[src/hw/rtl/lscb_pkg.sv]
// Shared types, constants and register step functions for the byte stream cipher.
package lscb_pkg;

  localparam int unsigned REG_W       = 32;
  localparam int unsigned BYTE_W      = 8;
  localparam int unsigned SEED_BYTES  = 12;
  localparam int unsigned KEY_LEN_W   = 4;
  localparam int unsigned CFG_IDX_W   = 2;
  localparam int unsigned MAX_KEY_LEN = 12;

  typedef logic [REG_W-1:0]     word_t;
  typedef logic [BYTE_W-1:0]    byte_t;
  typedef logic [KEY_LEN_W-1:0] key_len_t;

  typedef struct packed {
    word_t a;
    word_t b;
    word_t c;
  } lfsr_state_t;

  // request command codes
  localparam logic CMD_RESTART = 1'b0;
  localparam logic CMD_XFORM   = 1'b1;

  typedef enum logic [CFG_IDX_W-1:0] {
    REG_KEY_WORD_A = 2'd0,
    REG_KEY_WORD_B = 2'd1,
    REG_KEY_WORD_C = 2'd2,
    REG_KEY_LENGTH = 2'd3
  } cfg_reg_t;

  localparam key_len_t KEY_LEN_MAX = key_len_t'(MAX_KEY_LEN);

  localparam word_t KEY_WORD_A_RST = 32'd757948787;
  localparam word_t KEY_WORD_B_RST = 32'd1767992947;
  localparam word_t KEY_WORD_C_RST = 32'd1952543277;
  localparam key_len_t KEY_LEN_RST = KEY_LEN_MAX;

  localparam word_t LFSR_A_RST = 32'h13579BDF;
  localparam word_t LFSR_B_RST = 32'h2468ACE0;
  localparam word_t LFSR_C_RST = 32'hFDB97531;

  localparam word_t TAP_A = 32'h80000062;
  localparam word_t SET_A = 32'h80000000;
  localparam word_t CLR_A = 32'h7FFFFFFF;
  localparam word_t TAP_B = 32'h40000020;
  localparam word_t SET_B = 32'hC0000000;
  localparam word_t CLR_B = 32'h3FFFFFFF;
  localparam word_t TAP_C = 32'h10000002;
  localparam word_t SET_C = 32'hF0000000;
  localparam word_t CLR_C = 32'h0FFFFFFF;

  localparam byte_t DEFAULT_SEED [SEED_BYTES] = '{
    8'h43, 8'hC8, 8'h21, 8'hD3, 8'hF4, 8'hB3, 8'h10, 8'h27, 8'h09, 8'hAA, 8'h18, 8'h56
  };

  function automatic word_t step_a(input word_t r);
    return r[0] ? (((r ^ TAP_A) >> 1) | SET_A) : ((r >> 1) & CLR_A);
  endfunction

  function automatic word_t step_b(input word_t r);
    return r[0] ? (((r ^ TAP_B) >> 1) | SET_B) : ((r >> 1) & CLR_B);
  endfunction

  function automatic word_t step_c(input word_t r);
    return r[0] ? (((r ^ TAP_C) >> 1) | SET_C) : ((r >> 1) & CLR_C);
  endfunction

endpackage

[src/hw/rtl/lscb_ifs.sv]
// Handshake channel interfaces: byte requests, results and configuration writes.
interface lscb_in_if;
  logic                 valid;
  logic                 ready;
  logic                 cmd;
  lscb_pkg::byte_t      data_byte;

  modport source (output valid, output cmd, output data_byte, input ready);
  modport sink   (input valid, input cmd, input data_byte, output ready);
endinterface

interface lscb_out_if;
  logic                 valid;
  logic                 ready;
  lscb_pkg::byte_t      out_byte;

  modport source (output valid, output out_byte, input ready);
  modport sink   (input valid, input out_byte, output ready);
endinterface

interface lscb_cfg_if;
  logic                              valid;
  logic                              ready;
  logic [lscb_pkg::CFG_IDX_W-1:0]    index;
  lscb_pkg::word_t                   wdata;

  modport source (output valid, output index, output wdata, input ready);
  modport sink   (input valid, input index, input wdata, output ready);
endinterface

[src/hw/rtl/lscb_seed.sv]
// Seed builder: expands the key registers into the three shift register seeds.
module lscb_seed (
  input  lscb_pkg::word_t       key_word_a,
  input  lscb_pkg::word_t       key_word_b,
  input  lscb_pkg::word_t       key_word_c,
  input  lscb_pkg::key_len_t    key_length,
  output lscb_pkg::lfsr_state_t seed
);

  localparam int unsigned NB = lscb_pkg::SEED_BYTES;
  localparam int unsigned NL = lscb_pkg::MAX_KEY_LEN + 1;

  logic [3*lscb_pkg::REG_W-1:0] key_flat;
  lscb_pkg::byte_t              key_bytes [NB];
  lscb_pkg::byte_t              cand [NB][NL];
  lscb_pkg::byte_t              sb [NB];
  lscb_pkg::key_len_t           len_sat;
  lscb_pkg::word_t              wa, wb, wc;

  assign key_flat = {key_word_a, key_word_b, key_word_c};
  assign len_sat  = (key_length > lscb_pkg::KEY_LEN_MAX) ? lscb_pkg::KEY_LEN_MAX : key_length;

  for (genvar gi = 0; gi < NB; gi++) begin : g_byte
    localparam int unsigned MSB = 3*lscb_pkg::REG_W - 1 - lscb_pkg::BYTE_W*gi;
    assign key_bytes[gi] = key_flat[MSB -: lscb_pkg::BYTE_W];
    // zero length picks the fixed default seed
    assign cand[gi][0] = lscb_pkg::DEFAULT_SEED[gi];
    for (genvar gl = 1; gl < NL; gl++) begin : g_len
      localparam int unsigned IDX = gi % gl;
      assign cand[gi][gl] = key_bytes[IDX];
    end
    assign sb[gi] = cand[gi][len_sat];
  end

  assign wa = {sb[0], sb[1], sb[2],  sb[3]};
  assign wb = {sb[4], sb[5], sb[6],  sb[7]};
  assign wc = {sb[8], sb[9], sb[10], sb[11]};

  // an all-zero seed would lock the register, so it falls back to the reset value
  assign seed.a = (wa != '0) ? wa : lscb_pkg::LFSR_A_RST;
  assign seed.b = (wb != '0) ? wb : lscb_pkg::LFSR_B_RST;
  assign seed.c = (wc != '0) ? wc : lscb_pkg::LFSR_C_RST;

endmodule

[src/hw/rtl/lscb_keygen.sv]
// Keystream generator: clock-controlled register steps, one per keystream bit, give one keystream byte.
module lscb_keygen (
  input  lscb_pkg::lfsr_state_t cur,
  output lscb_pkg::lfsr_state_t nxt,
  output lscb_pkg::byte_t       ks
);

  always_comb begin
    lscb_pkg::lfsr_state_t s;
    lscb_pkg::byte_t       k;
    logic                  ob;
    logic                  oc;
    s  = cur;
    ob = cur.b[0];
    oc = cur.c[0];
    k  = '0;
    for (int n = 0; n < lscb_pkg::BYTE_W; n++) begin
      // A's low bit before its step decides which of B or C moves
      if (s.a[0]) begin
        ob  = s.b[0];
        s.b = lscb_pkg::step_b(s.b);
      end else begin
        oc  = s.c[0];
        s.c = lscb_pkg::step_c(s.c);
      end
      s.a = lscb_pkg::step_a(s.a);
      k   = {k[lscb_pkg::BYTE_W-2:0], ob ^ oc};
    end
    nxt = s;
    ks  = k;
  end

endmodule

[src/hw/rtl/lfsr_stream_cipher_byte.sv]
// Top level: request register, shift register state, keystream logic and result register.
// Path: a byte request passes through the request register, then the result register,
//   and is held back while the result side stalls.
// Throughput: one request per cycle while the result side does not stall; a restart uses one
// slot and gives no result. Eight-step keystream logic lies between state and result registers.
// Reset (rst, synchronous): valids clear, key registers and shift registers take their defaults.
module lfsr_stream_cipher_byte (
  input  logic          clk,
  input  logic          rst,
  lscb_cfg_if.sink      cfg,
  lscb_in_if.sink       req,
  lscb_out_if.source    res
);

  lscb_pkg::word_t       key_word_a;
  lscb_pkg::word_t       key_word_b;
  lscb_pkg::word_t       key_word_c;
  lscb_pkg::key_len_t    key_length;

  lscb_pkg::lfsr_state_t lfsr;
  lscb_pkg::lfsr_state_t lfsr_next;
  lscb_pkg::lfsr_state_t seed;
  lscb_pkg::byte_t       ks;
  lscb_pkg::byte_t       xored;

  logic                  s1_valid;
  logic                  s1_cmd;
  lscb_pkg::byte_t       s1_data;
  logic                  out_valid;
  lscb_pkg::byte_t       out_byte;
  logic                  advance;

  assign cfg.ready = 1'b1;

  always_ff @(posedge clk) begin
    if (rst) begin
      key_word_a <= lscb_pkg::KEY_WORD_A_RST;
      key_word_b <= lscb_pkg::KEY_WORD_B_RST;
      key_word_c <= lscb_pkg::KEY_WORD_C_RST;
      key_length <= lscb_pkg::KEY_LEN_RST;
    end else if (cfg.valid) begin
      case (lscb_pkg::cfg_reg_t'(cfg.index))
        lscb_pkg::REG_KEY_WORD_A: key_word_a <= cfg.wdata;
        lscb_pkg::REG_KEY_WORD_B: key_word_b <= cfg.wdata;
        lscb_pkg::REG_KEY_WORD_C: key_word_c <= cfg.wdata;
        lscb_pkg::REG_KEY_LENGTH: key_length <= cfg.wdata[lscb_pkg::KEY_LEN_W-1:0];
        default: ;
      endcase
    end
  end

  lscb_seed u_seed (
    .key_word_a (key_word_a),
    .key_word_b (key_word_b),
    .key_word_c (key_word_c),
    .key_length (key_length),
    .seed       (seed)
  );

  lscb_keygen u_keygen (
    .cur (lfsr),
    .nxt (lfsr_next),
    .ks  (ks)
  );

  // restarts never wait on the result side
  assign advance   = s1_valid && ((s1_cmd == lscb_pkg::CMD_RESTART) || !out_valid || res.ready);
  assign req.ready = !s1_valid || advance;
  assign xored     = s1_data ^ ks;

  always_ff @(posedge clk) begin
    if (rst) begin
      s1_valid <= 1'b0;
    end else if (req.ready) begin
      s1_valid <= req.valid;
    end
  end

  always_ff @(posedge clk) begin
    if (req.ready && req.valid) begin
      s1_cmd  <= req.cmd;
      s1_data <= req.data_byte;
    end
  end

  always_ff @(posedge clk) begin
    if (rst) begin
      lfsr.a <= lscb_pkg::LFSR_A_RST;
      lfsr.b <= lscb_pkg::LFSR_B_RST;
      lfsr.c <= lscb_pkg::LFSR_C_RST;
    end else if (advance) begin
      lfsr <= (s1_cmd == lscb_pkg::CMD_RESTART) ? seed : lfsr_next;
    end
  end

  always_ff @(posedge clk) begin
    if (rst) begin
      out_valid <= 1'b0;
    end else if (advance && (s1_cmd == lscb_pkg::CMD_XFORM)) begin
      out_valid <= 1'b1;
    end else if (res.ready) begin
      out_valid <= 1'b0;
    end
  end

  always_ff @(posedge clk) begin
    if (advance && (s1_cmd == lscb_pkg::CMD_XFORM)) begin
      // a zero XOR passes the data byte through
      out_byte <= (xored != '0) ? xored : s1_data;
    end
  end

  assign res.valid    = out_valid;
  assign res.out_byte = out_byte;

`ifndef ASSERT_OFF
  a_state_holds: assert property (@(posedge clk) disable iff (rst)
    !advance |=> $stable(lfsr))
    else $error("shift register state moved without a request");

  a_taken_request_held: assert property (@(posedge clk) disable iff (rst)
    (req.valid && req.ready) |=> s1_valid)
    else $error("accepted request lost before processing");

  a_xform_gives_result: assert property (@(posedge clk) disable iff (rst)
    (advance && (s1_cmd == lscb_pkg::CMD_XFORM)) |=> out_valid)
    else $error("byte request produced no result");

  a_restart_no_result: assert property (@(posedge clk) disable iff (rst)
    (advance && (s1_cmd == lscb_pkg::CMD_RESTART))
      |=> (out_valid == ($past(out_valid) && !$past(res.ready))))
    else $error("restart request produced a result");
`endif

endmodule
[src/flat_wrapper.sv]
// flat-port wrapper written by rule: the top's interface ports become plain ports
module lfsr_stream_cipher_byte_flat 
  (clk, rst, cfg_valid, cfg_index, cfg_wdata, cfg_ready, req_valid, req_cmd, req_data_byte, req_ready, res_valid, res_out_byte, res_ready);
  lscb_cfg_if cfg_i ();
  lscb_in_if req_i ();
  lscb_out_if res_i ();
  input  logic clk;
  input  logic rst;
  input wire logic [$bits(cfg_i.valid)-1:0] cfg_valid;
  input wire logic [$bits(cfg_i.index)-1:0] cfg_index;
  input wire logic [$bits(cfg_i.wdata)-1:0] cfg_wdata;
  output wire logic [$bits(cfg_i.ready)-1:0] cfg_ready;
  input wire logic [$bits(req_i.valid)-1:0] req_valid;
  input wire logic [$bits(req_i.cmd)-1:0] req_cmd;
  input wire logic [$bits(req_i.data_byte)-1:0] req_data_byte;
  output wire logic [$bits(req_i.ready)-1:0] req_ready;
  output wire logic [$bits(res_i.valid)-1:0] res_valid;
  output wire logic [$bits(res_i.out_byte)-1:0] res_out_byte;
  input wire logic [$bits(res_i.ready)-1:0] res_ready;
  assign cfg_i.valid = cfg_valid;
  assign cfg_i.index = cfg_index;
  assign cfg_i.wdata = cfg_wdata;
  assign cfg_ready = cfg_i.ready;
  assign req_i.valid = req_valid;
  assign req_i.cmd = req_cmd;
  assign req_i.data_byte = req_data_byte;
  assign req_ready = req_i.ready;
  assign res_valid = res_i.valid;
  assign res_out_byte = res_i.out_byte;
  assign res_i.ready = res_ready;
  lfsr_stream_cipher_byte u_core (.clk(clk), .rst(rst), .cfg(cfg_i), .req(req_i), .res(res_i));
endmodule
[config.mk]
export PLATFORM = sky130hd
export DESIGN_NAME = lfsr_stream_cipher_byte_flat
export DESIGN_NICKNAME = d
export VERILOG_FILES = /design/src/hw/rtl/lscb_pkg.sv /design/src/hw/rtl/lscb_ifs.sv /design/src/hw/rtl/lscb_seed.sv /design/src/hw/rtl/lscb_keygen.sv /design/src/hw/rtl/lfsr_stream_cipher_byte.sv /design/src/flat_wrapper.sv
export SDC_FILE = /design/constraint.sdc
export NUM_CORES = 1
export LEC_CHECK = 0
export ABC_AREA = 1
export BUFFER_PORTS_ARGS = -buffer_cell sky130_fd_sc_hd__buf_4
export CAP_MARGIN = 30
export CORE_MARGIN = 2
export CORE_UTILIZATION = 30
export CTS_BUF_LIST = sky130_fd_sc_hd__clkbuf_8
export DETAILED_ROUTE_END_ITERATION = 16
export RECOVER_POWER = 25
export SLEW_MARGIN = 20
export SYNTH_ARGS = -nofsm -noshare
export SYNTH_HDL_FRONTEND = slang
export SYNTH_SLANG_ARGS = --single-unit
export TNS_END_PERCENT = 30
[constraint.sdc]
create_clock -name clk -period 3.7 [get_ports clk]
set_clock_uncertainty 0.1 [all_clocks]
set_input_delay 0 -clock clk [delete_from_list [all_inputs] [get_ports clk]]
set_output_delay 0 -clock clk [all_outputs]
set_load 0.1 [all_outputs]
* Word-level counts from Yosys, hierarchy flattened *
Index checks and enable logic that the tools add are counted.

storage, ports and cells
  bits of input ports = 48
  register bits after elaboration = 211
  logic and storage cells = 168
  output and inout bits = 11

operators by class
  equality and inequality tests = 3
  bitwise gates (word level) = 35
  mux-type cells = 98
  $lt $le $gt $ge = 2
  reduce and logical (&&, ||, !) cells = 18

operator list
  kind                  number
  $mux W32              43
  $bmux W8 S4           12
  $mux W8               25
  $mux W96              1
  $reduce_bool A32 Y1   3
  $not A2 Y2            16
  $not A4 Y4            8
  $mux W1               16
  $reduce_and A2 Y1     4
  $reduce_bool A8 Y1    1
  $xor A1 B1 Y1         8
  $xor A8 B8 Y8         1
  $ge A5 B5 Y1 const B  1
  $not A4 Y5            1
  $eq A2 B2 Y1 const B  2
  $gt A4 B4 Y1 const B  1
  $mux W4               1
  $logic_and A1 B1 Y1   3
  $logic_or A1 B1 Y1    3
  $eq A2 B1 Y1 const B  1
  $logic_not A1 Y1      2
  $logic_not A2 Y1      1
  $reduce_bool A2 Y1    1
  $not A1 Y1            1

* Depth between registers and ports, before layout *
  depth in word-level cells = 26
  depth in mapped cells = 25
  depth with buffers taken out = 25

* Cells and area by module *
Synthesis repeated with hierarchy kept, for this count alone.

unflattened totals
  cells, all modules = 3843
  area, all modules = 20681.1 um2

modules (own cells, without submodules)
  module                   instances  cells an instance  seq. area each (um2)  area each (um2)
  lfsr_stream_cipher_byte  1          1263               4474.3                8760.9
  lscb_keygen              1          1457               0.0                   6996.7
  lscb_seed                1          1123               0.0                   4923.5

* Worst setup path after synthesis *
No wires, ideal clock.

  path kind = register to register
  start = reg u_core.out_valid, in the netlist u_core.res.valid
  end = reg u_core.s1_cmd, enable pin
  required time = 3.316 ns
  period minus slack after synthesis = 2.820 ns
  library setup time = 0.284 ns
  buffers on the path = 0
  setup slack = 0.880 ns
  arrival time = 2.436 ns
  cell stages (with the launch flop) = 6
  path through = dfxtp_1 inv_1 nor2_1 nand3_1 nand2_1 inv_1

between the ends
  cells in the longest elaborated chain, start to end = 6

RTL lines
  item                             line                            text
  from (decl)                      lfsr_stream_cipher_byte.sv:29   logic out_valid;
  from (signal assigned)           lfsr_stream_cipher_byte.sv:98   out_valid <= 1'b0;
  from (signal assigned)           lfsr_stream_cipher_byte.sv:100  out_valid <= 1'b1;
  from (signal assigned)           lfsr_stream_cipher_byte.sv:102  out_valid <= 1'b0;
  $logic_not A1 Y1                 lfsr_stream_cipher_byte.sv:67   assign advance = s1_valid && ((s1_cmd == lscb_pkg::CMD_RESTART) || !out_valid || res.ready);
  $logic_or A1 B1 Y1 (2 in a row)  lfsr_stream_cipher_byte.sv:67
  $logic_and A1 B1 Y1              lfsr_stream_cipher_byte.sv:67
  $logic_or A1 B1 Y1               lfsr_stream_cipher_byte.sv:68   assign req.ready = !s1_valid || advance;
  named net req_ready              flat_wrapper.sv:16              output wire logic [$bits(req_i.ready)-1:0] req_ready;
  $logic_and A1 B1 Y1              lfsr_stream_cipher_byte.sv:80   if (req.ready && req.valid) begin
  to (signal assigned)             lfsr_stream_cipher_byte.sv:81   s1_cmd <= req.cmd;
  to (decl)                        lfsr_stream_cipher_byte.sv:27   logic s1_cmd;

The timed path passes the listed nets, and every way through them passes these cells.
A chain may end at the register's enable or synchronous reset.

* Worst setup path in the final report *
  start = reg u_core.lfsr[64] (netlist bit)
  end = reg u_core.out_byte[7], in the netlist u_core.res.out_byte[7], data pin

between the ends
  cells in the longest elaborated chain, start to end = 19
  elaborated cells between the ends (all ways) = 70

RTL lines
  item                                           line                                               text
  from (decl)                                    lfsr_stream_cipher_byte.sv:20                      lscb_pkg::lfsr_state_t lfsr;
  from (signal assigned)                         lfsr_stream_cipher_byte.sv:92                      lfsr <= (s1_cmd == lscb_pkg::CMD_RESTART) ? seed : lfsr_next;
  $mux W32                                       lscb_keygen.sv:19                                  if (s.a[0]) begin
  $mux W32 (tied with other cells)               lscb_pkg.sv:62                                     return r[0] ? (((r ^ TAP_B) >> 1) | SET_B) : ((r >> 1) & CLR_B);
  $mux W32, on equally long branches             lscb_keygen.sv:19, lscb_pkg.sv:66
  $not A2 Y2 (no line) (tied with other cells)   --
  $mux W32, on equally long branches             lscb_pkg.sv:62, lscb_keygen.sv:19, lscb_pkg.sv:66
  $mux W32 (tied with other cells)               lscb_keygen.sv:19
  $mux W32, on equally long branches             lscb_pkg.sv:62, lscb_keygen.sv:19, lscb_pkg.sv:66
  $mux W32 (tied with other cells)               lscb_keygen.sv:19
  (+3 left out)                                  --
  $mux W32 / $not A2 Y2 (equally long branches)  --
  $mux W32, on equally long branches             lscb_pkg.sv:62, lscb_pkg.sv:66
  $mux W32                                       lscb_keygen.sv:19
  $mux W1                                        lscb_keygen.sv:19
  $xor A1 B1 Y1                                  lscb_keygen.sv:27                                  k = {k[lscb_pkg::BYTE_W-2:0], ob ^ oc};
  $xor A8 B8 Y8 (*)                              lfsr_stream_cipher_byte.sv:69                      assign xored = s1_data ^ ks;
  $reduce_bool A8 Y1 (*)                         lfsr_stream_cipher_byte.sv:109                     out_byte <= (xored != '0) ? xored : s1_data;
  $mux W8 (*)                                    lfsr_stream_cipher_byte.sv:109
  to (signal assigned)                           lfsr_stream_cipher_byte.sv:109
  to (decl)                                      lfsr_stream_cipher_byte.sv:30                      lscb_pkg::byte_t out_byte;

Mark *: on every way between the ends. The rest lies on a longest branch, timed or not. The select of a mux whose other input is x is not followed.

==> impl_metrics.tcl <==
set metrics [dict create \
    initial_utilization_pct 30.4 \
    max_clock_freq_ghz 0.289 \
    drtPass1Iterations 6 \
    gr-total-overflow 0 \
    synth_area_sq_um 18700 \
    synth_common_cells "nand2_1, o21ai_0, nand3_1" \
    peakVddDrop_uv 287 \
    synth_cells 3302 \
    crit_family "simple AND/OR/NAND/NOR gates" \
    status "completed" \
    critPathKind "reg2reg" \
    p_leak_nw 9.86 \
    clk_latency_ns 0.62 \
    synth_edf_count 17 \
    cp_max_fo 33 \
    nNetsFinal 3406 \
    wl_per_cell_um 18.7 \
    cts_max_level 2 \
    track_usage_pct 24.1 \
    hold_class "in2reg" \
    ys_seq_elements 211 \
    io_pins 59 \
    met2_usage_pct 37.0 \
    worst-r2r-cell-count 17 \
    start_kind "flip-flop" \
    crit_required_ns 3.92 \
    n_antenna_cell 0 \
    clk_transition_reported_paths_ns 0.06 \
    syn_to_final_growth_pct 16.3 \
    instances_no_fill 4225 \
    rr_startpoint "u_core.lfsr[64]$_SDFFE_PP1P_" \
    grt_max_degree 101 \
    crit_start "u_core.lfsr[64]$_SDFFE_PP1P_" \
    remaining_drc_errors 0 \
    die_y_um 254 \
    drv_cap 0 \
    finalWirelength_um 79100 \
    yosysTopAreaCell "nand2_1" \
    ys_warn_count 0 \
    grt_use_met1_pct 33.4 \
    async_reset_ff_share_pct 0 \
    syn_nets 3350 \
    gp_congestion 0.982 \
    crit_end "u_core.res.out_byte[7]$_DFFE_PP_" \
    yosysSeqAreaShare_pct 23.4 \
    dieArea_sq_um 64500 \
    synth_flop_cell "dfxtp_1" \
    dpl.hpwl_um 58500 \
    synth.most_common_cell "nand2_1" \
    worst_setup_path_end_kind "flip-flop" \
    fin_crit_sh_pct 93.5 \
    slowest_stage "buf_4" \
    drtIter0Drc 2519 \
    via_per_inst 5.42 \
    cts_tree "yes" \
    critical_path.cell_chain "inv_2 -> nand2_2 -> nand3_1 -> nand3_1 -> nand2_2 -> buf_4 -> nor2_1 -> o21ai_0 -> nand3_1 -> nand3_1 -> nand2_1 -> nand2_1 -> nand2_1 -> nand3_1 -> nand2_2 -> nand3_1 -> nand2_1" \
    clockBufferDepth 3 \
    synth_area_per_cell_sq_um 5.68 \
    synth_top_area_share_pct 23.4 \
    hold_viol_final 0 \
    antenna_found_initial 0 \
    grt_pass1_vias 20700 \
    cpMostUsedCell "nand3_1" \
    worstMarginPinSlew_ns 1.46 \
    dp_cells 4092 \
    root_buffer "clkbuf_8" \
    rsz0062_at_grt "true" \
    core_area_sq_um 61700 \
    setup_viol 0 \
    rr_endpoint "u_core.res.out_byte[7]$_DFFE_PP_" \
    vias 22900 \
    synth.area.top_cells "nand2_1, dfxtp_1, o21ai_0, nand3_1, a21oi_1" \
    cts_buffers 39 \
    reg2reg_slack_ns 0.24 \
    clock_sinks 211 \
    max_slew_margin_pct 2.82 \
    use_met3_pct 4.54 \
    period_minus_slack_ns 3.46 \
    crit_path_max_incr_delay_ns 0.43 \
    p_per_area_nw_per_um2 497 \
    ant_nets 0 \
    drive_gt1_share_pct 9.09 \
    io_buffers 57 \
    grt.busiest_layer "met2" \
    die_x_um 254 \
    crit_arrival_ns 3.68 \
    rows 91 \
    grt_pass1_wl_um 122000 \
    slew_viol_final 0 \
    fin_total_pwr_mw 10.8 \
    crit_buf_inv 2 \
    yosysUniqueCellTypes 57 \
    cp_num_cells 17 \
]
-- state kept, by name, summed over array words and instances, names as in the netlist --
signal,count
u_core.key_length,4
u_core.key_word_a,32
u_core.key_word_b,32
u_core.key_word_c,32
u_core.lfsr,92
u_core.res.out_byte,8
u_core.res.valid,1
u_core.s1_cmd,1
u_core.s1_data,8
u_core.s1_valid,1
-- logic make-up after synthesis --
group	count (synthesis)	share of synthesized area [%]
multiplexers	22	1.17
other	1	0.0200
AO/OA/AOI/OAI	891	26.3
buffers and inverters	460	10.4
flip-flops	211	23.4
AND/OR/NAND/NOR	1693	37.3
XOR/XNOR	24	1.32
-- cells in the final DEF (no fill, tap or decap), types with 14 or more instances in the layout --
cell           count
a21oi_1          202
a31oi_1           29
buf_4            153
clkbuf_8          53
dfxtp_1          193
dlygate4sd3_1     59
edfxtp_1          17
inv_1            218
mux2i_1           22
nand2_1         1164
nand2_2           17
nand3_1          271
nand4_1           24
nor2_1           149
nor3_1            14
o211ai_1          73
o21ai_0          439
o21ai_1           66
-- per-stage QoR --
stage	TNS, ns	util, %	area (sq um)	hold slack, ns	worst slack, ns
2_1_floorplan	0	-	18700	-0.00113	0.880
3_3_place_gp	0	32.8	20300	0.0785	0.293
3_5_place_dp	0	32.8	20300	0.0792	0.290
4_1_cts	0	35.3	21800	0.00415	0.287
5_1_grt	-0.0374	35.3	21800	0.0503	-0.0209
6_report	0	35.3	21800	0.0497	0.241
-- worst min-delay path by stage --
| stage | startpoint | endpoint | slack, ns | cells past startpoint |
|---|---|---|---|---|
| 2_1_floorplan | req_cmd | u_core.s1_cmd$_DFFE_PP_ | -0.001 | 0 |
| 3_3_place_gp | req_data_byte[1] | u_core.s1_data[1]$_DFFE_PP_ | 0.08 | 1 |
| 3_5_place_dp | req_data_byte[3] | u_core.s1_data[3]$_DFFE_PP_ | 0.08 | 1 |
| 4_1_cts | req_data_byte[7] | u_core.s1_data[7]$_DFFE_PP_ | 0.004 | 2 |
| 5_1_grt | req_data_byte[0] | u_core.s1_data[0]$_DFFE_PP_ | 0.05 | 2 |
| 6_report | req_data_byte[7] | u_core.s1_data[7]$_DFFE_PP_ | 0.05 | 2 |
-- where the power goes --
group	leakage (nW)	switching (mW)	internal, mW	total (mW)
Combinational	7.60	3.77	1.73	5.51
Sequential	1.76	0.138	2.49	2.63
Clock	0.501	1.13	1.56	2.69
Total	9.86	5.04	5.78	10.8
-- timing repair --
item                                   4_1_cts  5_1_grt
resized for setup                            0        2
hold buffers                                59        0
endpoints found under the hold margin      137        0
setup endpoints to repair                    0       10
setup buffers                                0        0
-- per-layer routing --
| layer | up-vias | share of wire, % |
|---|---|---|
| met1 | 10500 | 45 |
| li1 | 11200 | - |
| met5 | - | 0 |
| met2 | 1056 | 42 |
| met4 | 0 | 3.9 |
| met3 | 198 | 8.9 |
-- cell type report --
class | count | area (sq um)
fillers | 7020 | 39900
multi-input cells | 2631 | 12400
flip-flops and latches | 211 | 4400
repair buffers | 248 | 2160
well taps | 837 | 1050
inverters | 227 | 857
clock buffers | 53 | 729
clock inverters | 18 | 183
Note: power is estimated with default switching activity, not from simulation.
